**config.mk**
```make
export PLATFORM = sky130hd
export DESIGN_NAME = spring_damper_feedback_sim_core
export DESIGN_NICKNAME = d
export VERILOG_FILES = /design/src/sv/sdf_pkg.sv /design/src/sv/sdf_ctrl.sv /design/src/sv/sdf_datapath.sv /design/src/sv/sdf_out_stage.sv /design/src/sv/spring_damper_feedback_sim_core.sv
export SDC_FILE = /design/constraint.sdc
export NUM_CORES = 2
export LEC_CHECK = 0
export BUFFER_PORTS_ARGS = -buffer_cell sky130_fd_sc_hd__buf_2
export CORE_MARGIN = 4
export CORE_UTILIZATION = 40
export DETAILED_ROUTE_END_ITERATION = 6
export PLACE_DENSITY = 0.63
export SYNTH_ARGS = -nofsm -noshare
export SYNTH_HDL_FRONTEND = slang
export SYNTH_SLANG_ARGS = --single-unit
```
**constraint.sdc**
```tcl
create_clock -name clk -period 27.2 [get_ports clk]
set_input_delay 5.44 -clock clk [delete_from_list [all_inputs] [get_ports clk]]
set_output_delay 5.44 -clock clk [all_outputs]
set_load 0.005 [all_outputs]
```
**src/sv/sdf_pkg.sv**
```systemverilog
// shared types, constants and helpers of the spring-damper feedback core
// no dependencies; imported by every module of the block
package sdf_pkg;

	localparam int DATA_W    = 32;
	localparam int STEP_W    = 24;
	localparam int STEP_FRAC = 24;
	localparam int MUL_W     = 33;
	localparam int PROD_W    = 66;
	localparam int CNT_W     = 8;
	localparam int REG_IDX_W = 3;

	localparam logic [DATA_W-1:0] RST_GAIN_VEL  = 32'd0;
	localparam logic [DATA_W-1:0] RST_GAIN_POS  = 32'd0;
	localparam logic [DATA_W-1:0] RST_DAMPING   = 32'd131072;
	localparam logic [DATA_W-1:0] RST_STIFFNESS = 32'd655360;
	localparam logic [DATA_W-1:0] RST_INV_MASS  = 32'd13107;
	localparam logic [STEP_W-1:0] RST_STEP_SIZE = 24'd16777;
	localparam logic [DATA_W-1:0] RST_INIT_POS  = 32'd6554;
	localparam logic [DATA_W-1:0] RST_INIT_VEL  = 32'd0;

	typedef enum logic [REG_IDX_W-1:0] {
		REG_GAIN_VEL  = 3'd0,
		REG_GAIN_POS  = 3'd1,
		REG_DAMPING   = 3'd2,
		REG_STIFFNESS = 3'd3,
		REG_INV_MASS  = 3'd4,
		REG_STEP_SIZE = 3'd5,
		REG_INIT_POS  = 3'd6,
		REG_INIT_VEL  = 3'd7
	} reg_idx_t;

	typedef enum logic [2:0] {
		MUL_NONE = 3'd0,
		MUL_GV   = 3'd1,
		MUL_GP   = 3'd2,
		MUL_DV   = 3'd3,
		MUL_KX   = 3'd4,
		MUL_VDT  = 3'd5,
		MUL_NIM  = 3'd6,
		MUL_ADT  = 3'd7
	} mul_sel_t;

	typedef enum logic [2:0] {
		ACC_NONE  = 3'd0,
		ACC_LOAD  = 3'd1,
		ACC_ADD   = 3'd2,
		ACC_FORCE = 3'd3,
		ACC_NET   = 3'd4,
		ACC_XNEW  = 3'd5,
		ACC_SAT   = 3'd6
	} acc_op_t;

	typedef enum logic [9:0] {
		ST_IDLE = 10'b0000000001,
		ST_GV   = 10'b0000000010,
		ST_GP   = 10'b0000000100,
		ST_DV   = 10'b0000001000,
		ST_KX   = 10'b0000010000,
		ST_VDT  = 10'b0000100000,
		ST_NIM  = 10'b0001000000,
		ST_SACC = 10'b0010000000,
		ST_ADT  = 10'b0100000000,
		ST_FIN  = 10'b1000000000
	} state_t;

	typedef struct packed {
		logic     restart;
		logic     commit;
		mul_sel_t mul_sel;
		acc_op_t  acc_op;
	} cmd_t;

	typedef struct packed {
		logic emit;
	} stat_t;

	// packed msb first, so position lands in the lowest bits
	typedef struct packed {
		logic [DATA_W-1:0]        step_number;
		logic signed [DATA_W-1:0] force_res;
		logic signed [DATA_W-1:0] velocity;
		logic signed [DATA_W-1:0] position;
	} res_t;

	function automatic logic signed [DATA_W-1:0] sat32(input logic signed [PROD_W-1:0] a);
		logic signed [DATA_W-1:0] r;
		if (a > 66'sd2147483647) begin
			r = 32'sh7fffffff;
		end else if (a < -66'sd2147483648) begin
			r = 32'sh80000000;
		end else begin
			r = a[DATA_W-1:0];
		end
		return r;
	endfunction

endpackage

```
**src/sv/sdf_ctrl.sv**
```systemverilog
// sequencer of one plant step: schedules the shared multiplier and the accumulator
// depends on sdf_pkg
module sdf_ctrl (
	input  logic          clk,
	input  logic          arst_n,
	input  logic          s_tvalid,
	output logic          s_tready,
	input  logic          restart,
	input  sdf_pkg::stat_t stat,
	input  logic          out_busy,
	output sdf_pkg::cmd_t  cmd
);
	import sdf_pkg::*;

	state_t state_q, state_d;

	always_ff @(posedge clk or negedge arst_n) begin
		if (!arst_n) begin
			state_q <= ST_IDLE;
		end else begin
			state_q <= state_d;
		end
	end

	assign s_tready = (state_q == ST_IDLE);

	always_comb begin
		state_d     = state_q;
		cmd.restart = 1'b0;
		cmd.commit  = 1'b0;
		cmd.mul_sel = MUL_NONE;
		cmd.acc_op  = ACC_NONE;
		case (state_q)
			ST_IDLE: begin
				if (s_tvalid) begin
					if (restart) begin
						cmd.restart = 1'b1;
					end else begin
						state_d = ST_GV;
					end
				end
			end
			ST_GV: begin
				cmd.mul_sel = MUL_GV;
				state_d     = ST_GP;
			end
			ST_GP: begin
				cmd.mul_sel = MUL_GP;
				cmd.acc_op  = ACC_LOAD;
				state_d     = ST_DV;
			end
			ST_DV: begin
				cmd.mul_sel = MUL_DV;
				cmd.acc_op  = ACC_ADD;
				state_d     = ST_KX;
			end
			ST_KX: begin
				cmd.mul_sel = MUL_KX;
				cmd.acc_op  = ACC_FORCE;
				state_d     = ST_VDT;
			end
			ST_VDT: begin
				cmd.mul_sel = MUL_VDT;
				cmd.acc_op  = ACC_NET;
				state_d     = ST_NIM;
			end
			ST_NIM: begin
				cmd.mul_sel = MUL_NIM;
				cmd.acc_op  = ACC_XNEW;
				state_d     = ST_SACC;
			end
			ST_SACC: begin
				cmd.acc_op = ACC_SAT;
				state_d    = ST_ADT;
			end
			ST_ADT: begin
				cmd.mul_sel = MUL_ADT;
				state_d     = ST_FIN;
			end
			ST_FIN: begin
				// keep the velocity product in the register while the step waits
				cmd.mul_sel = MUL_ADT;
				// hold the step until the output register can take the result
				if (!(stat.emit && out_busy)) begin
					cmd.commit = 1'b1;
					state_d    = ST_IDLE;
				end
			end
			default: begin
				state_d = ST_IDLE;
			end
		endcase
	end

endmodule

```
**src/sv/sdf_datapath.sv**
```systemverilog
// config registers, plant state, shared multiplier, accumulator and step counters
// depends on sdf_pkg
module sdf_datapath #(
	parameter int DECIMATION = 10,
	parameter int FRAC_BITS  = 16
) (
	input  logic                              clk,
	input  logic                              arst_n,
	input  logic                              cfg_we,
	input  logic [sdf_pkg::REG_IDX_W-1:0]     cfg_addr,
	input  logic [sdf_pkg::DATA_W-1:0]        cfg_wdata,
	input  sdf_pkg::cmd_t                      cmd,
	output sdf_pkg::stat_t                     stat,
	output sdf_pkg::res_t                      res
);
	import sdf_pkg::*;

	logic signed [DATA_W-1:0] gain_vel_q, gain_pos_q, damping_q, stiffness_q;
	logic signed [DATA_W-1:0] init_pos_q, init_vel_q;
	logic [DATA_W-1:0]        inv_mass_q;
	logic [STEP_W-1:0]        step_size_q;

	logic signed [DATA_W-1:0] pos_q, vel_q;
	logic [CNT_W-1:0]         dec_q;
	logic [DATA_W-1:0]        total_q;

	logic signed [MUL_W-1:0]  mul_a, mul_b;
	logic signed [PROD_W-1:0] prod_q;
	logic signed [PROD_W-1:0] acc_q;
	logic signed [DATA_W-1:0] force_q, net_q, xnew_q, accel_q;

	logic signed [PROD_W-1:0] prod_shf, prod_shs, neg_sum, net_sum, xnew_sum, vnew_sum;
	logic signed [DATA_W-1:0] force_sat, vnew;
	logic [CNT_W-1:0]         dec_inc;
	logic [DATA_W-1:0]        total_inc;

	always_ff @(posedge clk or negedge arst_n) begin
		if (!arst_n) begin
			gain_vel_q  <= RST_GAIN_VEL;
			gain_pos_q  <= RST_GAIN_POS;
			damping_q   <= RST_DAMPING;
			stiffness_q <= RST_STIFFNESS;
			inv_mass_q  <= RST_INV_MASS;
			step_size_q <= RST_STEP_SIZE;
			init_pos_q  <= RST_INIT_POS;
			init_vel_q  <= RST_INIT_VEL;
		end else if (cfg_we) begin
			case (reg_idx_t'(cfg_addr))
				REG_GAIN_VEL:  gain_vel_q  <= cfg_wdata;
				REG_GAIN_POS:  gain_pos_q  <= cfg_wdata;
				REG_DAMPING:   damping_q   <= cfg_wdata;
				REG_STIFFNESS: stiffness_q <= cfg_wdata;
				REG_INV_MASS:  inv_mass_q  <= cfg_wdata;
				REG_STEP_SIZE: step_size_q <= cfg_wdata[STEP_W-1:0];
				REG_INIT_POS:  init_pos_q  <= cfg_wdata;
				REG_INIT_VEL:  init_vel_q  <= cfg_wdata;
				default: begin
				end
			endcase
		end
	end

	// operand select for the one shared 33x33 multiplier
	always_comb begin
		mul_a = '0;
		mul_b = '0;
		case (cmd.mul_sel)
			MUL_GV: begin
				mul_a = {gain_vel_q[DATA_W-1], gain_vel_q};
				mul_b = {vel_q[DATA_W-1], vel_q};
			end
			MUL_GP: begin
				mul_a = {gain_pos_q[DATA_W-1], gain_pos_q};
				mul_b = {pos_q[DATA_W-1], pos_q};
			end
			MUL_DV: begin
				mul_a = {damping_q[DATA_W-1], damping_q};
				mul_b = {vel_q[DATA_W-1], vel_q};
			end
			MUL_KX: begin
				mul_a = {stiffness_q[DATA_W-1], stiffness_q};
				mul_b = {pos_q[DATA_W-1], pos_q};
			end
			MUL_VDT: begin
				mul_a = {vel_q[DATA_W-1], vel_q};
				mul_b = {{(MUL_W-STEP_W){1'b0}}, step_size_q};
			end
			MUL_NIM: begin
				mul_a = {net_q[DATA_W-1], net_q};
				mul_b = {1'b0, inv_mass_q};
			end
			MUL_ADT: begin
				mul_a = {accel_q[DATA_W-1], accel_q};
				mul_b = {{(MUL_W-STEP_W){1'b0}}, step_size_q};
			end
			default: begin
			end
		endcase
	end

	always_ff @(posedge clk) begin
		prod_q <= mul_a * mul_b;
	end

	// arithmetic shifts give floor division
	assign prod_shf  = prod_q >>> FRAC_BITS;
	assign prod_shs  = prod_q >>> STEP_FRAC;
	assign neg_sum   = -acc_q;
	assign force_sat = sat32(neg_sum);
	assign net_sum   = acc_q - prod_shf;
	assign xnew_sum  = {{(PROD_W-DATA_W){pos_q[DATA_W-1]}}, pos_q} + prod_shs;
	assign vnew_sum  = {{(PROD_W-DATA_W){vel_q[DATA_W-1]}}, vel_q} + prod_shs;
	assign vnew      = sat32(vnew_sum);

	always_ff @(posedge clk) begin
		case (cmd.acc_op)
			ACC_LOAD: acc_q <= prod_shf;
			ACC_ADD:  acc_q <= acc_q + prod_shf;
			ACC_FORCE: begin
				force_q <= force_sat;
				acc_q   <= {{(PROD_W-DATA_W){force_sat[DATA_W-1]}}, force_sat} - prod_shf;
			end
			ACC_NET:  net_q   <= sat32(net_sum);
			ACC_XNEW: xnew_q  <= sat32(xnew_sum);
			ACC_SAT:  accel_q <= sat32(prod_shf);
			default: begin
			end
		endcase
	end

	assign dec_inc   = dec_q + CNT_W'(1);
	assign total_inc = total_q + DATA_W'(1);
	assign stat.emit = (dec_inc == CNT_W'(DECIMATION));

	always_ff @(posedge clk or negedge arst_n) begin
		if (!arst_n) begin
			pos_q   <= RST_INIT_POS;
			vel_q   <= RST_INIT_VEL;
			dec_q   <= '0;
			total_q <= '0;
		end else if (cmd.restart) begin
			pos_q   <= init_pos_q;
			vel_q   <= init_vel_q;
			dec_q   <= '0;
			total_q <= '0;
		end else if (cmd.commit) begin
			pos_q   <= xnew_q;
			vel_q   <= vnew;
			dec_q   <= stat.emit ? '0 : dec_inc;
			total_q <= total_inc;
		end
	end

	assign res.position    = xnew_q;
	assign res.velocity    = vnew;
	assign res.force_res   = force_q;
	assign res.step_number = total_inc;

endmodule

```
**src/sv/sdf_out_stage.sv**
```systemverilog
// result register on the master stream side
// depends on sdf_pkg
module sdf_out_stage (
	input  logic          clk,
	input  logic          arst_n,
	input  logic          load,
	input  sdf_pkg::res_t  res,
	output logic          busy,
	output logic          m_tvalid,
	input  logic          m_tready,
	output logic [127:0]  m_tdata
);
	import sdf_pkg::*;

	logic valid_q;
	res_t res_q;

	always_ff @(posedge clk or negedge arst_n) begin
		if (!arst_n) begin
			valid_q <= 1'b0;
		end else if (load) begin
			valid_q <= 1'b1;
		end else if (m_tready) begin
			valid_q <= 1'b0;
		end
	end

	always_ff @(posedge clk) begin
		if (load) begin
			res_q <= res;
		end
	end

	assign busy     = valid_q && !m_tready;
	assign m_tvalid = valid_q;
	assign m_tdata  = res_q;

endmodule

```
**src/sv/spring_damper_feedback_sim_core.sv**
```systemverilog
// top level of the spring-damper plant with state feedback
// depends on sdf_pkg, sdf_ctrl, sdf_datapath, sdf_out_stage
//
// s_axis carries one tick per transfer; s_tdata[0] is restart. A restart tick
// reloads init_pos/init_vel, clears the step counters and yields no result.
// Any other tick advances the plant one forward-Euler step (accept plus nine
// sequencer steps); no new tick is taken until that step is done. That is due
// to the single 33x33 multiplier, which computes the seven chained products
// of a step one after another, each product registered before the
// accumulator uses it.
// Every DECIMATION-th step loads a result into the output register, visible
// on m_axis the cycle after the step ends. While that result waits, the
// next tick is still accepted and computed; only the end of a step that has
// a result to deliver waits for the receiver to take the previous one.
// Configuration is a plain write port (cfg_we, cfg_addr, cfg_wdata) to be used
// while the block is idle. Reset puts all config registers at their defaults,
// the plant at the default initial conditions and empties the output register.
module spring_damper_feedback_sim_core #(
	parameter int DECIMATION = 10,
	parameter int FRAC_BITS  = 16
) (
	input  logic          clk,
	input  logic          arst_n,
	input  logic          cfg_we,
	input  logic [2:0]    cfg_addr,
	input  logic [31:0]   cfg_wdata,
	input  logic          s_tvalid,
	output logic          s_tready,
	input  logic [7:0]    s_tdata,   // [0] restart, [7:1] zero
	output logic          m_tvalid,
	input  logic          m_tready,
	output logic [127:0]  m_tdata    // position, velocity, force_res, step_number
);
	import sdf_pkg::*;

	cmd_t  cmd;
	stat_t stat;
	res_t  res;
	logic  out_busy;

	sdf_ctrl u_ctrl (
		.clk      (clk),
		.arst_n   (arst_n),
		.s_tvalid (s_tvalid),
		.s_tready (s_tready),
		.restart  (s_tdata[0]),
		.stat     (stat),
		.out_busy (out_busy),
		.cmd      (cmd)
	);

	sdf_datapath #(
		.DECIMATION (DECIMATION),
		.FRAC_BITS  (FRAC_BITS)
	) u_datapath (
		.clk       (clk),
		.arst_n    (arst_n),
		.cfg_we    (cfg_we),
		.cfg_addr  (cfg_addr),
		.cfg_wdata (cfg_wdata),
		.cmd       (cmd),
		.stat      (stat),
		.res       (res)
	);

	sdf_out_stage u_out (
		.clk      (clk),
		.arst_n   (arst_n),
		.load     (cmd.commit && stat.emit),
		.res      (res),
		.busy     (out_busy),
		.m_tvalid (m_tvalid),
		.m_tready (m_tready),
		.m_tdata  (m_tdata)
	);

endmodule
```
==> summary.md <==
| Metric | Value |
|---|---|
| Status | `complete, but fails checks` |
| Failing checks | `design-rule violations` |
| Compound-cell area share of the yosys netlist | `0.115` |
| Post-synth EDFFs | `322` |
| Post-Place Cells | `11459` |
| Worst path depth | `38` |
| Number of global-route vias before repair | `67919` |
| Xor/xnor share of the synthesized area | `0.0392` |
| CP most frequent cell | `fa_1` |
| Die area | `214000 um^2` |
| Most used DFF post-synth | `dfrtp_1` |
| Largest fanout on the critical path | `38` |
| Vias | `66376` |
| Avg Cell Area, Syn | `9.33 um^2` |
| Slew HR | `0.131` |
| Hold buffers post-CTS | `0` |
| PortBufs | `170` |
| Element type at the critical path end | `flip-flop` |
| Synthesis-stage register bit count | `735` |
| Total grt overflow | `0` |
| Clk slew on worst S/H paths | `60 ps` |
| Largest area contributor in the netlist | `fa_1` |
| Max capacitance violation total | `0` |
| Depth of the CTS H-tree | `3` |
| GRT Total Usage | `0.257` |
| Worst hold stages | `0` |
| Die H | `463 um` |
| Worst-Margin Slew | `1300 ps` |
| Tightest Hold Check Type | `reg -> reg` |
| CP startpoint kind | `flip-flop` |
| RSZ-0062 raised after global routing | `false` |
| Top-count cell post-synth | `inv_1` |
| Layout Skew | `43.9 ps` |
| CTS max path bufs | `3` |
| Worst endpoint data arrival time | `13920 ps` |
| Non-Filler Instances | `11615` |
| Initial Utilization | `0.403` |
| Chip width | `463 um` |
| Via-per-instance ratio | `5.71` |
| Drt drc | `2` |
| CTS root buf | `clkbuf_16` |
| # fillers | `19677` |
| DRT Pass-1 Iters | `7` |
| Buf/Inv on CP | `10` |
| Synth Area in Adders | `0.345` |
| Slew Limit Fails | `0` |
| Resized Gates After CTS | `0` |
| Synth top area share | `0.273` |
| Cell Area, Synth | `82600 um^2` |
| Syn Inst Count | `8858` |
| Leakage | `41.6 nW` |
| Core area | `205000 um^2` |
| Top cell types by occurrence after synthesis | `1411 x inv_1, 1126 x fa_1, 1018 x nand2_1` |
| Gpl congestion | `0.939` |
| Post-route minimum period | `13390 ps` |
| Fin. Hold Viols | `0` |
| CTS tree | `built` |
| Largest net degree at the start of global routing | `178` |
| Max incr delay on CP | `720 ps` |
| Largest family of logic cells by synthesized area | `adder cells` |
| Worst R2R Path Depth | `38` |
| Synth top area cells | `fa_1 27%, edfxtp_1 12%, dfrtp_1 10%, ha_1 7.3%, inv_1 6.4%` |
| Worst skew pair latency | `700 ps` |
| Max reg flops | `128` |
| Final WL | `278 mm` |
| Async SR Flop Fraction | `0.494` |
| Setup TNS | `0 ps` |
| Worst hold slack | `419 ps` |
| First-pass GRT wire length | `424 mm` |
| Slack of the worst reg-to-reg path | `13810 ps` |
| P&R area growth vs syn | `8.41%` |
| Postcts setup bufs | `0` |
| Final setup vio count | `0` |
| P per Cell Area | `59.0 nW/um^2` |
| Iter 0 DRT Violations | `6144` |
| Clock sink count | `735` |
| Max IR drop VDD | `0.0000542 V` |
| Share of cells above drive strength 1 | `0.0990` |
| Achievable frequency | `0.0747 GHz` |
| Sequential area share after synthesis | `0.240` |
| Initial antenna violation count | `26` |
| Distinct cell type count after synthesis | `102` |
| Boundary pin count | `178` |
| Syn. warnings | `0` |
| Post-route ant nets | `0` |
| Num CTS Buffers | `76` |
| Routed WL per cell | `23.9 um` |
| Mux cell area share after synthesis | `0.0353` |
| Fraction of the mapped netlist area in simple logic gates | `0.141` |
| Post-Syn Nets | `10512` |
| CP delay by family, top | `adder cells` |
| Fin crit share | `0.492` |
| Hpwl dp | `210 mm` |
| CP Class | `reg -> reg` |
| Worst path slowest cell | `or4_1` |
| WP data required | `27730 ps` |
| Row count | `166` |
| Final net count | `10503` |
## layout make-up
| cell class | instances | area, um^2 | share of cell area |
|---|---|---|---|
| inverters | 1415 | 5310 | 0.0593 |
| repair buffers | 348 | 2220 | 0.0248 |
| multi-input cells | 6273 | 56100 | 0.627 |
| flip-flops and latches | 735 | 19800 | 0.221 |
| well taps | 2688 | 3360 | 0.0375 |
| diodes | 16 | 40.0 | 0.000447 |
| clock inverters | 43 | 576 | 0.00643 |
| clock buffers | 97 | 2130 | 0.0238 |
## layout by cell type (no fill, tap or decap), types with 23 or more instances in the layout
| cell type | instances |
|---|---|
| nor2_1 | 788 |
| nor2b_1 | 61 |
| dfxtp_1 | 50 |
| o22ai_1 | 41 |
| a211oi_1 | 32 |
| clkbuf_16 | 79 |
| a21o_1 | 131 |
| nor4_1 | 48 |
| a222oi_1 | 37 |
| nand3_1 | 121 |
| dfrtp_1 | 332 |
| nand4_1 | 75 |
| dfstp_2 | 31 |
| o21a_1 | 30 |
| mux2_2 | 251 |
| xnor2_1 | 240 |
| a21oi_1 | 406 |
| nand2_1 | 1013 |
| a31oi_1 | 34 |
| and3_1 | 78 |
| edfxtp_1 | 322 |
| ha_1 | 480 |
| and4_1 | 23 |
| xor2_1 | 129 |
| and2_1 | 29 |
| o21ai_0 | 293 |
| buf_2 | 169 |
| o211ai_1 | 47 |
| a22oi_1 | 82 |
| nand2b_1 | 91 |
| nor3_1 | 85 |
| fa_1 | 1126 |
| inv_1 | 1409 |
| o31ai_1 | 35 |
| o21bai_1 | 62 |
| buf_4 | 176 |
## per-layer routing
layer | global-route usage | wire (um) | up-vias
met3 | 0.0470 | 22700 | 697
met2 | 0.403 | 125000 | 2993
li1 | - | - | 28917
met5 | 0 | 20 | -
met4 | 0.129 | 16700 | 2
met1 | 0.344 | 114000 | 33767
## kinds of logic after synthesis
family,count (synthesis)
fa+ha+maj,1606
compound gates,1464
buf+inv,1850
simple gates,2573
xor+xnor,370
flops,735
mux,260
## where the power goes
| part | internal [mW] | switching [mW] | leakage, nW | total (mW) |
|---|---|---|---|---|
| registers | 1.37 | 0.198 | 7.66 | 1.57 |
| clock network | 0.660 | 0.499 | 1.32 | 1.16 |
| logic | 0.873 | 1.68 | 32.7 | 2.56 |
| total | 2.91 | 2.38 | 41.6 | 5.29 |
## metrics by stage
step	util	setup slack, ps	total power [mW]	area, um^2
2_1_floorplan	-	14810	3.20	82600
3_3_place_gp	0.424	14020	4.05	86800
3_5_place_dp	0.424	13990	4.09	86800
4_1_cts	0.437	13880	5.26	89500
5_1_grt	0.437	13370	5.60	89600
6_report	0.437	13810	5.29	89600
## final timing paths
| check | start | end |
|---|---|---|
| max | u_ctrl.state_q[1] | u_datapath.prod_q[47] |
| min | u_datapath.force_q[23] | u_out.m_tdata[87] |
| max reg2reg | u_ctrl.state_q[1] | u_datapath.prod_q[47] |
| min reg2reg | u_datapath.force_q[23] | u_out.m_tdata[87] |
| max in group asynchronous | arst_n | u_datapath.damping_q[21] |
| min in group asynchronous | arst_n | u_datapath.total_q[15] |
## worst reg2reg max path: cells and delay by family (launching register included)
family | cells | cell delay (ps)
compound gates | 4 | 1360
xor+xnor | 1 | 370
fa+ha+maj | 9 | 4720
buf+inv | 10 | 1740
flops | 1 | 490
simple gates | 14 | 4510
Power figures use the tool's default switching activity.
